File: src/design/drbm_pkg.sv
`default_nettype none

package drbm_pkg;

  localparam int FRAC_BITS = 12;
  // Pi in Q.FRAC_BITS, rounded from a Q.17 constant.
  localparam int PI_Q = (411775 + (1 << (16 - FRAC_BITS))) >> (17 - FRAC_BITS);

  localparam int DIFF_W     = 17;
  localparam int SQ_W       = 34;
  localparam int SQRT_STEPS = SQ_W / 2;
  localparam int NUM_W      = 16 + FRAC_BITS;
  localparam int REM_W      = 16;
  localparam int CNT_W      = $clog2(NUM_W);
  localparam int IDX_W      = 12;

  typedef logic        [1:0]  charge_t;
  typedef logic signed [14:0] phi_t;
  typedef logic signed [15:0] eta_t;
  typedef logic        [15:0] pt_t;
  typedef logic        [7:0]  tol_t;
  typedef logic [IDX_W-1:0]   index_t;
  typedef logic        [15:0] dr_t;
  typedef logic signed [23:0] dpt_t;
  typedef logic        [2:0]  cfg_idx_t;
  typedef logic        [15:0] cfg_data_t;

  localparam logic signed [DIFF_W-1:0] PI_D     = DIFF_W'(PI_Q);
  localparam logic signed [DIFF_W-1:0] TWO_PI_D = DIFF_W'(2 * PI_Q);

  localparam dpt_t DPT_MAX = 24'sh7FFFFF;
  localparam dpt_t DPT_MIN = 24'sh800000;
  localparam dr_t  DR_MAX  = 16'hFFFF;

  localparam cfg_idx_t CFG_REF_CHARGE = 3'd0;
  localparam cfg_idx_t CFG_REF_PHI    = 3'd1;
  localparam cfg_idx_t CFG_REF_ETA    = 3'd2;
  localparam cfg_idx_t CFG_REF_PT     = 3'd3;
  localparam cfg_idx_t CFG_TIE_TOL    = 3'd4;

  typedef struct packed {
    phi_t ref_phi;
    phi_t cand_phi;
    eta_t ref_eta;
    eta_t cand_eta;
    pt_t  ref_pt;
    pt_t  cand_pt;
  } score_req_t;

  typedef struct packed {
    dr_t  dr;
    dpt_t dpt;
  } score_res_t;

endpackage

`default_nettype wire

File: src/design/drbm_if.sv
`default_nettype none

interface drbm_cand_if;
  logic             valid;
  logic             ready;
  drbm_pkg::charge_t cand_charge;
  drbm_pkg::phi_t    cand_phi;
  drbm_pkg::eta_t    cand_eta;
  drbm_pkg::pt_t     cand_pt;
  logic             last;

  modport source (output valid, cand_charge, cand_phi, cand_eta, cand_pt, last,
                  input ready);
  modport sink (input valid, cand_charge, cand_phi, cand_eta, cand_pt, last,
                output ready);
endinterface

interface drbm_res_if;
  logic             valid;
  logic             ready;
  logic             found;
  drbm_pkg::index_t best_index;
  drbm_pkg::dr_t    best_dr;
  drbm_pkg::dpt_t   best_dpt;

  modport source (output valid, found, best_index, best_dr, best_dpt, input ready);
  modport sink (input valid, found, best_index, best_dr, best_dpt, output ready);
endinterface

interface drbm_cfg_if;
  logic                valid;
  logic                ready;
  drbm_pkg::cfg_idx_t  index;
  drbm_pkg::cfg_data_t data;

  modport source (output valid, index, data, input ready);
  modport sink (input valid, index, data, output ready);
endinterface

`default_nettype wire

File: src/design/delta_r_best_match_search.sv
// Channel | Dir | Payload                                          | Transfer
// cand    | in  | cand_charge, cand_phi, cand_eta, cand_pt, last   | valid & ready
// res     | out | found, best_index, best_dr, best_dpt             | valid & ready
// cfg     | in  | index, data (register write)                     | valid & ready
//
// A candidate of another charge is not scored; it advances the position. A same-charge
// candidate holds the input while it is scored: set-up, squaring on the multiplier, then 17
// root steps, 28 divide steps and one rounding step, all on one shared subtract-compare unit.
// After the last candidate, the result register loads before new candidates are taken.
// Reset is synchronous and active high; it restores the register defaults.
// A waiting result does not block candidates, only the next result.
`default_nettype none

module delta_r_best_match_search #(
  parameter int MAX_CANDIDATES = 4096
) (
  input wire logic    clk,
  input wire logic    rst,
  drbm_cand_if.sink   cand,
  drbm_res_if.source  res,
  drbm_cfg_if.sink    cfg
);

  localparam int PW = $clog2(MAX_CANDIDATES);
  localparam int RW = drbm_pkg::REM_W;

  typedef enum logic [1:0] {T_IDLE, T_SCORE, T_EMIT} state_t;

  state_t state;

  drbm_pkg::charge_t ref_charge;
  drbm_pkg::phi_t    ref_phi;
  drbm_pkg::eta_t    ref_eta;
  drbm_pkg::pt_t     ref_pt;
  drbm_pkg::tol_t    tie_tol;

  logic                 have_best;
  drbm_pkg::dr_t        kept_dr;
  drbm_pkg::dpt_t       kept_dpt;
  logic [PW-1:0]        kept_index;
  logic [PW-1:0]        position;
  logic                 last_q;

  logic                 score_start;
  drbm_pkg::score_req_t score_req;
  drbm_pkg::score_res_t score_res;
  logic                 score_done;

  logic                 out_valid;
  logic                 out_found;
  drbm_pkg::index_t     out_index;
  drbm_pkg::dr_t        out_dr;
  drbm_pkg::dpt_t       out_dpt;

  logic                 cand_xfer;
  logic                 same_charge;
  logic                 emit;
  logic [PW-1:0]        position_next;
  logic signed [RW:0]   ddr;
  logic signed [RW:0]   ddr_abs;
  logic                 take_new;
  logic [31:0]          kept_index_ext;

  assign cand.ready = (state == T_IDLE);
  assign cfg.ready  = 1'b1;
  assign cand_xfer  = cand.valid && cand.ready;
  assign same_charge = (cand.cand_charge == ref_charge);
  // The result register loads when it is free or is being emptied.
  assign emit       = (state == T_EMIT) && (!out_valid || res.ready);

  assign position_next = (position == PW'(MAX_CANDIDATES - 1)) ? '0 : position + 1'b1;

  always_comb begin
    ddr     = {1'b0, score_res.dr} - {1'b0, kept_dr};
    ddr_abs = ddr[RW] ? -ddr : ddr;
    take_new = !have_best || ddr[RW] ||
               ((ddr_abs[RW-1:0] < RW'(tie_tol)) && (score_res.dpt < kept_dpt));
    kept_index_ext = 32'(kept_index);
  end

  assign res.valid      = out_valid;
  assign res.found      = out_found;
  assign res.best_index = out_index;
  assign res.best_dr    = out_dr;
  assign res.best_dpt   = out_dpt;

  drbm_score u_score (
    .clk   (clk),
    .rst   (rst),
    .start (score_start),
    .req   (score_req),
    .res   (score_res),
    .done  (score_done)
  );

  always_ff @(posedge clk) begin
    if (rst) begin
      ref_charge <= '0;
      ref_phi    <= '0;
      ref_eta    <= '0;
      ref_pt     <= 16'd1;
      tie_tol    <= 8'd4;
    end else if (cfg.valid && cfg.ready) begin
      unique case (cfg.index)
        drbm_pkg::CFG_REF_CHARGE: ref_charge <= cfg.data[1:0];
        drbm_pkg::CFG_REF_PHI:    ref_phi    <= cfg.data[14:0];
        drbm_pkg::CFG_REF_ETA:    ref_eta    <= cfg.data;
        drbm_pkg::CFG_REF_PT:     ref_pt     <= cfg.data;
        drbm_pkg::CFG_TIE_TOL:    tie_tol    <= cfg.data[7:0];
        default: ;
      endcase
    end
  end

  always_ff @(posedge clk) begin
    if (rst) begin
      state       <= T_IDLE;
      score_start <= 1'b0;
      have_best   <= 1'b0;
      kept_dr     <= '0;
      kept_dpt    <= '0;
      kept_index  <= '0;
      position    <= '0;
      out_valid   <= 1'b0;
    end else begin
      score_start <= cand_xfer && same_charge;
      if (emit) begin
        out_valid <= 1'b1;
      end else if (res.valid && res.ready) begin
        out_valid <= 1'b0;
      end
      unique case (state)
        T_IDLE: begin
          if (cand_xfer) begin
            last_q <= cand.last;
            if (same_charge) begin
              score_req   <= '{ref_phi: ref_phi, cand_phi: cand.cand_phi,
                               ref_eta: ref_eta, cand_eta: cand.cand_eta,
                               ref_pt: ref_pt, cand_pt: cand.cand_pt};
              state       <= T_SCORE;
            end else begin
              position <= position_next;
              if (cand.last) begin
                state <= T_EMIT;
              end
            end
          end
        end
        T_SCORE: begin
          if (score_done) begin
            if (take_new) begin
              have_best  <= 1'b1;
              kept_dr    <= score_res.dr;
              kept_dpt   <= score_res.dpt;
              kept_index <= position;
            end
            position <= position_next;
            state    <= last_q ? T_EMIT : T_IDLE;
          end
        end
        T_EMIT: begin
          if (emit) begin
            out_found  <= have_best;
            out_index  <= have_best ? kept_index_ext[drbm_pkg::IDX_W-1:0] : '0;
            out_dr     <= have_best ? kept_dr : '0;
            out_dpt    <= have_best ? kept_dpt : '0;
            have_best  <= 1'b0;
            kept_dr    <= '0;
            kept_dpt   <= '0;
            kept_index <= '0;
            position   <= '0;
            state      <= T_IDLE;
          end
        end
        default: state <= T_IDLE;
      endcase
    end
  end

endmodule

`default_nettype wire

File: src/design/drbm_score.sv
`default_nettype none

module drbm_score (
  input  wire logic                 clk,
  input  wire logic                 rst,
  input  wire logic                 start,
  input  wire drbm_pkg::score_req_t req,
  output drbm_pkg::score_res_t      res,
  output logic                      done
);

  localparam int DW = drbm_pkg::DIFF_W;
  localparam int SW = drbm_pkg::SQ_W;
  localparam int NW = drbm_pkg::NUM_W;
  localparam int RW = drbm_pkg::REM_W;
  localparam int CW = drbm_pkg::CNT_W;

  typedef enum logic [2:0] {
    S_IDLE, S_SQ_PHI, S_SQ_ETA, S_SQRT, S_DIV, S_FIN
  } state_t;

  state_t state;
  logic [CW-1:0] cnt;
  logic signed [DW-1:0] dphi, deta;
  logic [SW-1:0] acc, root, sbit;
  logic [NW-1:0] num;
  logic [RW-1:0] rem, divisor;
  logic          neg;

  logic signed [DW-1:0] dphi_raw, dphi_wrap, deta_raw, pt_diff, pt_mag_full;
  logic [RW-1:0] pt_ref;
  logic signed [DW-1:0] mul_op;
  logic signed [2*DW-1:0] prod;
  logic [SW-1:0] sub_a, sub_b;
  logic [SW:0]   sub_d;
  logic          sub_ge;
  logic [RW:0]   shifted;
  logic [RW+1:0] dr_round;
  logic [NW-1:0] quot;
  logic          quot_big;

  // Operand set-up at capture: wrapped azimuth difference, eta difference and
  // the magnitude of the pt difference scaled up for the divide.
  always_comb begin
    dphi_raw = {{2{req.ref_phi[14]}}, req.ref_phi} - {{2{req.cand_phi[14]}}, req.cand_phi};
    if (dphi_raw > drbm_pkg::PI_D) begin
      dphi_wrap = dphi_raw - drbm_pkg::TWO_PI_D;
    end else if (dphi_raw < -drbm_pkg::PI_D) begin
      dphi_wrap = dphi_raw + drbm_pkg::TWO_PI_D;
    end else begin
      dphi_wrap = dphi_raw;
    end
    deta_raw    = {req.ref_eta[15], req.ref_eta} - {req.cand_eta[15], req.cand_eta};
    pt_ref      = (req.ref_pt == '0) ? RW'(1) : req.ref_pt;
    pt_diff     = {1'b0, req.cand_pt} - {1'b0, pt_ref};
    pt_mag_full = pt_diff[DW-1] ? -pt_diff : pt_diff;
  end

  assign mul_op = (state == S_SQ_PHI) ? dphi : deta;
  assign prod   = mul_op * mul_op;

  assign shifted = {rem, num[NW-1]};

  // The one subtract-and-compare unit, shared by the root, the divide and the
  // final rounding.
  always_comb begin
    case (state)
      S_SQRT: begin
        sub_a = acc;
        sub_b = root + sbit;
      end
      S_DIV: begin
        sub_a = SW'(shifted);
        sub_b = SW'(divisor);
      end
      default: begin
        sub_a = root;
        sub_b = acc;
      end
    endcase
    sub_d  = {1'b0, sub_a} - {1'b0, sub_b};
    sub_ge = ~sub_d[SW];
  end

  always_comb begin
    // The remainder exceeds the root exactly when root - remainder borrows.
    dr_round = (RW + 2)'(root) + (RW + 2)'(!sub_ge);
    quot     = num;
    quot_big = |quot[NW-1:23];
  end

  always_ff @(posedge clk) begin
    if (rst) begin
      state <= S_IDLE;
      done  <= 1'b0;
    end else begin
      done <= (state == S_FIN);
      unique case (state)
        S_IDLE: begin
          if (start) begin
            dphi    <= dphi_wrap;
            deta    <= deta_raw;
            num     <= {pt_mag_full[RW-1:0], {(NW - RW){1'b0}}};
            neg     <= pt_diff[DW-1];
            divisor <= pt_ref;
            state   <= S_SQ_PHI;
          end
        end
        S_SQ_PHI: begin
          acc   <= prod;
          state <= S_SQ_ETA;
        end
        S_SQ_ETA: begin
          acc   <= acc + prod;
          root  <= '0;
          sbit  <= SW'(1) << (SW - 2);
          cnt   <= CW'(drbm_pkg::SQRT_STEPS - 1);
          state <= S_SQRT;
        end
        S_SQRT: begin
          if (sub_ge) begin
            acc  <= sub_d[SW-1:0];
            root <= (root >> 1) + sbit;
          end else begin
            root <= root >> 1;
          end
          sbit <= sbit >> 2;
          if (cnt == '0) begin
            rem   <= '0;
            cnt   <= CW'(NW - 1);
            state <= S_DIV;
          end else begin
            cnt <= cnt - 1'b1;
          end
        end
        S_DIV: begin
          rem <= sub_ge ? sub_d[RW-1:0] : shifted[RW-1:0];
          num <= {num[NW-2:0], sub_ge};
          if (cnt == '0) begin
            state <= S_FIN;
          end else begin
            cnt <= cnt - 1'b1;
          end
        end
        S_FIN: begin
          res.dr <= (dr_round[RW+1:RW] != 2'b00) ? drbm_pkg::DR_MAX : dr_round[RW-1:0];
          if (neg) begin
            res.dpt <= quot_big ? drbm_pkg::DPT_MIN : -$signed(quot[23:0]);
          end else begin
            res.dpt <= quot_big ? drbm_pkg::DPT_MAX : $signed(quot[23:0]);
          end
          state <= S_IDLE;
        end
        default: state <= S_IDLE;
      endcase
    end
  end

endmodule

`default_nettype wire

File: src/flat_wrapper.sv
// flat-port wrapper written by rule: the top's interface ports become plain ports
module delta_r_best_match_search_flat 
#(
  parameter int MAX_CANDIDATES = 4096
)
  (clk, rst, cand_valid, cand_cand_charge, cand_cand_phi, cand_cand_eta, cand_cand_pt, cand_last, cand_ready, res_valid, res_found, res_best_index, res_best_dr, res_best_dpt, res_ready, cfg_valid, cfg_index, cfg_data, cfg_ready);
  drbm_cand_if cand_i ();
  drbm_res_if res_i ();
  drbm_cfg_if cfg_i ();
  input wire logic clk;
  input wire logic rst;
  input wire logic [$bits(cand_i.valid)-1:0] cand_valid;
  input wire logic [$bits(cand_i.cand_charge)-1:0] cand_cand_charge;
  input wire logic [$bits(cand_i.cand_phi)-1:0] cand_cand_phi;
  input wire logic [$bits(cand_i.cand_eta)-1:0] cand_cand_eta;
  input wire logic [$bits(cand_i.cand_pt)-1:0] cand_cand_pt;
  input wire logic [$bits(cand_i.last)-1:0] cand_last;
  output wire logic [$bits(cand_i.ready)-1:0] cand_ready;
  output wire logic [$bits(res_i.valid)-1:0] res_valid;
  output wire logic [$bits(res_i.found)-1:0] res_found;
  output wire logic [$bits(res_i.best_index)-1:0] res_best_index;
  output wire logic [$bits(res_i.best_dr)-1:0] res_best_dr;
  output wire logic [$bits(res_i.best_dpt)-1:0] res_best_dpt;
  input wire logic [$bits(res_i.ready)-1:0] res_ready;
  input wire logic [$bits(cfg_i.valid)-1:0] cfg_valid;
  input wire logic [$bits(cfg_i.index)-1:0] cfg_index;
  input wire logic [$bits(cfg_i.data)-1:0] cfg_data;
  output wire logic [$bits(cfg_i.ready)-1:0] cfg_ready;
  assign cand_i.valid = cand_valid;
  assign cand_i.cand_charge = cand_cand_charge;
  assign cand_i.cand_phi = cand_cand_phi;
  assign cand_i.cand_eta = cand_cand_eta;
  assign cand_i.cand_pt = cand_cand_pt;
  assign cand_i.last = cand_last;
  assign cand_ready = cand_i.ready;
  assign res_valid = res_i.valid;
  assign res_found = res_i.found;
  assign res_best_index = res_i.best_index;
  assign res_best_dr = res_i.best_dr;
  assign res_best_dpt = res_i.best_dpt;
  assign res_i.ready = res_ready;
  assign cfg_i.valid = cfg_valid;
  assign cfg_i.index = cfg_index;
  assign cfg_i.data = cfg_data;
  assign cfg_ready = cfg_i.ready;
  delta_r_best_match_search #(.MAX_CANDIDATES(MAX_CANDIDATES)) u_core (.clk(clk), .rst(rst), .cand(cand_i), .res(res_i), .cfg(cfg_i));
endmodule
File: config.mk
export PLATFORM = sky130hd
export DESIGN_NAME = delta_r_best_match_search_flat
export DESIGN_NICKNAME = d
export VERILOG_FILES = /design/src/design/drbm_pkg.sv /design/src/design/drbm_if.sv /design/src/design/delta_r_best_match_search.sv /design/src/design/drbm_score.sv /design/src/flat_wrapper.sv
export SDC_FILE = /design/constraint.sdc
export NUM_CORES = 2
export LEC_CHECK = 0
export ABC_AREA = 1
export ABC_CLOCK_PERIOD_IN_PS = 13000
export BUFFER_PORTS_ARGS = -buffer_cell sky130_fd_sc_hd__buf_4
export CAP_MARGIN = 15
export CORE_MARGIN = 5
export CORE_UTILIZATION = 62
export DETAILED_ROUTE_END_ITERATION = 16
export GPL_ROUTABILITY_DRIVEN = 0
export HOLD_SLACK_MARGIN = 0.03
export PLACE_DENSITY = 0.79
export SLEW_MARGIN = 20
export SYNTH_ARGS = -nofsm -noshare
export SYNTH_HDL_FRONTEND = slang
export SYNTH_SLANG_ARGS = --single-unit
File: constraint.sdc
create_clock -name clk -period 13 [get_ports clk]
set_clock_uncertainty 0.05 [all_clocks]
set_input_delay 0.65 -clock clk [delete_from_list [all_inputs] [get_ports clk]]
set_output_delay 0.65 -clock clk [all_outputs]
set_load 0.05 [all_outputs]
# After elaboration in Yosys (flattened, before gate mapping)
# Index checks and enable logic that the tools add are counted.
[word_totals]
reg_bits = 520
input_bits = 74
output_inout_bits = 56
elab_cells = 187
[classes]
add_sub_neg = 16
multipliers = 1
magnitude_cmp = 4
n_eq_ne = 24
mux = 58
bitwise = 2
reduce_logical = 44
[op_table]
columns = ["op", "count"]
rows = [
  ["$pmux 34 s2", 4],
  ["$mux 24", 6],
  ["$mux 16", 8],
  ["$pmux 34 s3", 1],
  ["$mux 12", 7],
  ["$add 34x34->34", 2],
  ["$mux 34", 2],
  ["$pmux 16 s2", 2],
  ["$pmux 28 s2", 1],
  ["$mux 17", 3],
  ["$sub 16x16->17", 3],
  ["$pmux 24 s2", 1],
  ["$pmux 12 s3", 1],
  ["$sub 34x34->35", 1],
  ["$add 33x34->34", 1],
  ["$mul 17x17->34", 1],
  ["$neg 16->16", 2],
  ["$mux 28", 1],
  ["$lt 24x24->1", 1],
  ["$neg 24->24", 1],
  ["$pmux 12 s2", 1],
  ["$reduce_and 3->1", 8],
  ["$add 18x1->18", 1],
  ["$add 17x16->17 const B", 1],
  ["other kinds (39)", 89],
]

# Longest topological paths before layout
[depth]
depth_word = 9
depth_mapped = 47
mapped_depth_nobuf = 45

# Modules after synthesis
# Synthesis repeated with hierarchy kept, for this count alone.
[unflattened]
cells_unflattened = 5702
hier_area_um2 = 43992.2
[modules_own_cells]
columns = ["module", "n_inst", "cells_each", "area_per_inst_um2", "seq_area_each_um2"]
rows = [
  ["drbm_score", 1, 4350, 31669.1, 6836.6],
  ["delta_r_best_match_search", 1, 1352, 12323.1, 6966.7],
]

# Least setup slack after synthesis
# Ideal clock, no wire load.
[synth_timing]
kind = "flip-flop to flip-flop"
startpoint = "reg u_core.state[0]"
endpoint = "reg u_core.score_req[0] in the netlist's numbering, enable pin"
setup_ns = 0.778
t_arrival_ns = 10.034
required_ns = 12.172
setup_slack_ns = 2.139
path_stages_with_launch = 5
path_buffers = 0
synth_period_minus_slack_ns = 10.861
path_cell_list = "dfxtp_1 -> inv_1 -> ha_1 -> inv_1 -> nor4_1"
[synth_between]
elab_chain_cells = 3
[synth_lines]
columns = ["element", "line_no", "rtl"]
rows = [
  ["from (decl)", "delta_r_best_match_search.sv:29", "state_t state;"],
  ["from (signal assigned)", "delta_r_best_match_search.sv:158", "state <= last_q ? T_EMIT : T_IDLE;"],
  ["$logic_not 2->1 *", "delta_r_best_match_search.sv:64", "assign cand.ready = (state == T_IDLE);"],
  ["net cand_ready", "flat_wrapper.sv:18", "output wire logic [$bits(cand_i.ready)-1:0] cand_ready;"],
  ["$logic_and 1x1->1", "delta_r_best_match_search.sv:66", "assign cand_xfer = cand.valid && cand.ready;"],
  ["$reduce_and 4->1 (no line) *", "n/a", ""],
  ["to (signal assigned)", "delta_r_best_match_search.sv:137", "score_req <= '{ref_phi: ref_phi, cand_phi: cand.cand_phi,"],
  ["to (decl)", "delta_r_best_match_search.sv:45", "drbm_pkg::score_req_t score_req;"],
]
# The timed path passes the listed nets; every way through them passes the cells marked *.
# A chain may end at the register's enable or synchronous reset.

# Worst setup path in the final report
[layout_timing]
startpoint = "reg u_core.u_score.state[2]"
endpoint = "reg u_core.u_score.acc[33], data pin"
[layout_between]
elab_chain_cells = 5
elab_cells_between_ends = 12
classes_between = "2 x add/sub; 1 x mul; 4 x eq/ne; 5 x mux"
[layout_lines]
columns = ["element", "line_no", "rtl"]
rows = [
  ["from (decl)", "drbm_score.sv:22", "state_t state;"],
  ["from (signal assigned)", "drbm_score.sv:94", "state <= S_IDLE;"],
  ["from (signal assigned)", "drbm_score.sv:106", "state <= S_SQ_PHI;"],
  ["from (signal assigned)", "drbm_score.sv:111", "state <= S_SQ_ETA;"],
  ["$eq 3x1->1, or another cell as far along", "drbm_score.sv:59, drbm_score.sv:98", ""],
  ["$mux 17 or $pmux 34 s2 (tied branches)", "drbm_score.sv:59, drbm_score.sv:67", ""],
  ["$mul 17x17->34 or $sub 34x34->35 (tied branches)", "drbm_score.sv:60, drbm_score.sv:81", ""],
  ["$add 34x34->34 or $mux 34 (tied branches)", "drbm_score.sv:114, drbm_score.sv:121", ""],
  ["$pmux 34 s3 *", "drbm_score.sv:98", "unique case (state)"],
  ["to (signal assigned)", "drbm_score.sv:110", "acc <= prod;"],
  ["to (signal assigned)", "drbm_score.sv:114", "acc <= acc + prod;"],
  ["to (signal assigned)", "drbm_score.sv:122", "acc <= sub_d[SW-1:0];"],
  ["to (decl)", "drbm_score.sv:25", "logic [SW-1:0] acc, root, sbit;"],
]
# Mark *: on every way between the ends. The rest lies on a longest branch, timed or not. The select of a mux whose other input is x is not followed.

==> results.json <==
{
  "drt-wirelength-per-cell_um": 16.7,
  "cts_htree_levels": 2,
  "dieWidth_um": 271,
  "netlist_instances": 5304,
  "postRouteWirelength_mm": 106,
  "grtUsageMet3": 0.0474,
  "design.core.area_um2": 67400,
  "final_cell_mix": "1032 x inv_1, 963 x nand2_1, 554 x nor2_1, 373 x edfxtp_1, 347 x a21oi_1",
  "clockRootBuffer": "clkbuf_16",
  "status": "finished clean",
  "tritoncts.num_buffers": 56,
  "slew-limit-headroom": 0.242,
  "ys_seq_elements": 503,
  "rsz0062_at_grt": "no",
  "detailedPlacementHpwl_mm": 81.0,
  "grt_antenna_before_repair": 0,
  "detail_route.drc_violations": 0,
  "floorplan.die_area_um2": 73500,
  "critical_path_class": "reg -> reg",
  "synthesis.nets": 5947,
  "fin_tns_setup_ps": 0,
  "period_share": 0.766,
  "use_met1": 0.398,
  "finish.net_count": 6027,
  "floorplan.initialDensity": 0.627,
  "seq_area_frac_synth": 0.326,
  "fin_crit_ps": 9960,
  "ctsLongestPathBuffers": 3,
  "final_max_slew_viol_count": 0,
  "worst_setup_path_end_kind": "register",
  "post-cts-setup-buffers": 0,
  "crit_arrival_ps": 10270,
  "maxCapViolations": 0,
  "cts_resized": 0,
  "ys.flop_type": "edfxtp_1",
  "path_clk_slew_ps": 60,
  "grt.busiest_layer": "met2",
  "slowest_delay_ps": 750,
  "ys_async_sr_fraction": 0,
  "cts_tree": "yes",
  "cts_num_sinks": 503,
  "ant_nets": 0,
  "report.final.setup_viol": 0,
  "grt_start_max_net_pins": 97,
  "dr_total_vias": 35400,
  "std_cell_rows": 95,
  "first_pass_grt_wire_length_mm": 173,
  "area.growth.synth_to_final_pct": 8.45,
  "post_route_cells_drive_above_1_share": 0.0641,
  "first_iter_violations": 3332,
  "synth.distinct_cells": 57,
  "via_density_per_instance": 5.62,
  "crit_path_frequent_cell": "inv_1",
  "synth_edf_count": 373,
  "chipHeight_um": 271,
  "synthesis.area_um2": 42300,
  "worst-path-max-fanout": 35,
  "antenna_cells_inserted": 0,
  "grt_residual_overflow": 0,
  "postLayoutCoreUtil": 0.680,
  "grt_pass1_vias": 34600,
  "worstSkewPairLatency_ps": 650,
  "synth_area_per_cell_um2": 7.97,
  "finalHoldViolations": 0,
  "hp-class": "in -> reg",
  "maxClockFrequency_ghz": 0.100,
  "holdBufCountCts": 0,
  "synthesis.yosys.warnings": 0,
  "commonest_non_fill_non_tap_cell_in_the_layout": "inv_1",
  "gr_usage_total": 0.283,
  "design.portCount": 130,
  "drtPass1Iterations": 8,
  "crit_slowest_cell": "fa_1",
  "grtUsageMet2": 0.464,
  "start_kind": "register",
  "data_required_critical_path_ps": 13310,
  "worst-slew-pin-transition_ps": 1140,
  "number_of_port_buffers": 128
}
==> layout make-up <==
type	count	area, um^2
Clock inverter	24	233
Sequential cell	503	13800
Fill cell	5444	21500
Clock buffer	80	1580
Timing Repair Buffer	163	1220
Inverter	1049	3940
Multi-Input combinational cell	3611	24000
Tap cell	873	1090
==> cell families after synthesis <==
logic type               share of synthesized area
XOR/XNOR                                    0.0389
AND/OR/NAND/NOR                              0.195
flip-flops                                   0.326
adder cells (fa/ha/maj)                      0.217
other                                    0.0000887
buffers and inverters                        0.108
AO/OA/AOI/OAI                                0.115
==> registers in the layout (all words and copies together) (netlist names), 15 cells and up <==
register                flops
u_core.score_req           94
u_core.kept_dr             16
u_core.kept_dpt            24
u_core.ref_eta             16
u_core.u_score.deta        17
u_core.u_score.res         40
u_core.u_score.rem         16
u_core.ref_pt              16
u_core.u_score.acc         34
u_core.res.best_dpt        24
u_core.u_score.dphi        17
u_core.u_score.sbit        17
u_core.res.best_dr         16
u_core.u_score.root        34
u_core.ref_phi             15
u_core.u_score.divisor     16
u_core.u_score.num         28
==> metrics by stage <==
step	setup WS (ps)	std cells	instance area, um^2	hold slack, ps
after floorplan	2140	5304	42300	353
after global placement	3380	6199	44000	359
after detailed placement	3290	6199	44000	359
after CTS	3190	6303	45900	93.1
after global routing	2400	6303	45900	102
final	3040	6303	45900	122
==> cell usage after synthesis, drive strengths merged (4+ instances only) <==
master   count  share of area
nand4       32         0.0047
o31ai        7         0.0012
nor4        17         0.0025
or2         38         0.0056
nand3b       6         0.0011
a21boi       8         0.0014
o22ai       22         0.0033
o221ai      13         0.0027
clkinv      10        0.00089
a22oi        8         0.0014
fa         274           0.13
a21oi      351          0.042
o21bai      17         0.0030
buf         24         0.0043
o2111ai      4        0.00083
clkbuf     117          0.010
nor3        71         0.0085
xnor2       48         0.0099
a31oi       22         0.0033
nand2      978          0.088
nand3      258          0.032
a221oi      12         0.0025
nor3b        5        0.00089
o21ai      352          0.042
a21o        16         0.0028
dfxtp      130          0.062
o21a        13         0.0023
nor2       563          0.051
a211oi       5        0.00089
a31o         5         0.0010
edfxtp     373           0.26
inv       1039          0.092
o211ai      19         0.0034
xor2       140          0.029
ha         295          0.087
==> path summary, 6_finish.rpt <==
kind / startpoint / endpoint / slack, ps / cells past startpoint
setup / recovery: u_core.u_score.state[2]$_SDFFE_PP0P_ / u_core.u_score.acc[33]$_DFFE_PP_ / 3040 / 36
hold / removal: cand_cand_pt[4] / u_core.score_req[4]$_DFFE_PP_ / 120 / 1
setup reg to reg: u_core.u_score.state[2]$_SDFFE_PP0P_ / u_core.u_score.acc[33]$_DFFE_PP_ / 3040 / 36
hold reg to reg: u_core.ref_phi[11]$_SDFFE_PP0P_ / u_core.score_req[90]$_DFFE_PP_ / 380 / 0
==> per-layer routing <==
layer / share of wire / wire length, um
met2: 0.46 / 48700
met5: 0 / 0
met3: 0.081 / 8560
met4: 0.022 / 2360
met1: 0.44 / 45900
==> critical path: cells and delay by family (launching register included) <==
family                   cells  cell delay (ps)
AND/OR/NAND/NOR             14             2390
XOR/XNOR                     2              500
AO/OA/AOI/OAI                1              100
adder cells (fa/ha/maj)      8             4140
buffers and inverters       11             2040
flip-flops                   1              420
Power is not shown: default switching activity piles up to over one toggle a cycle in this logic, so the estimate is an artifact.
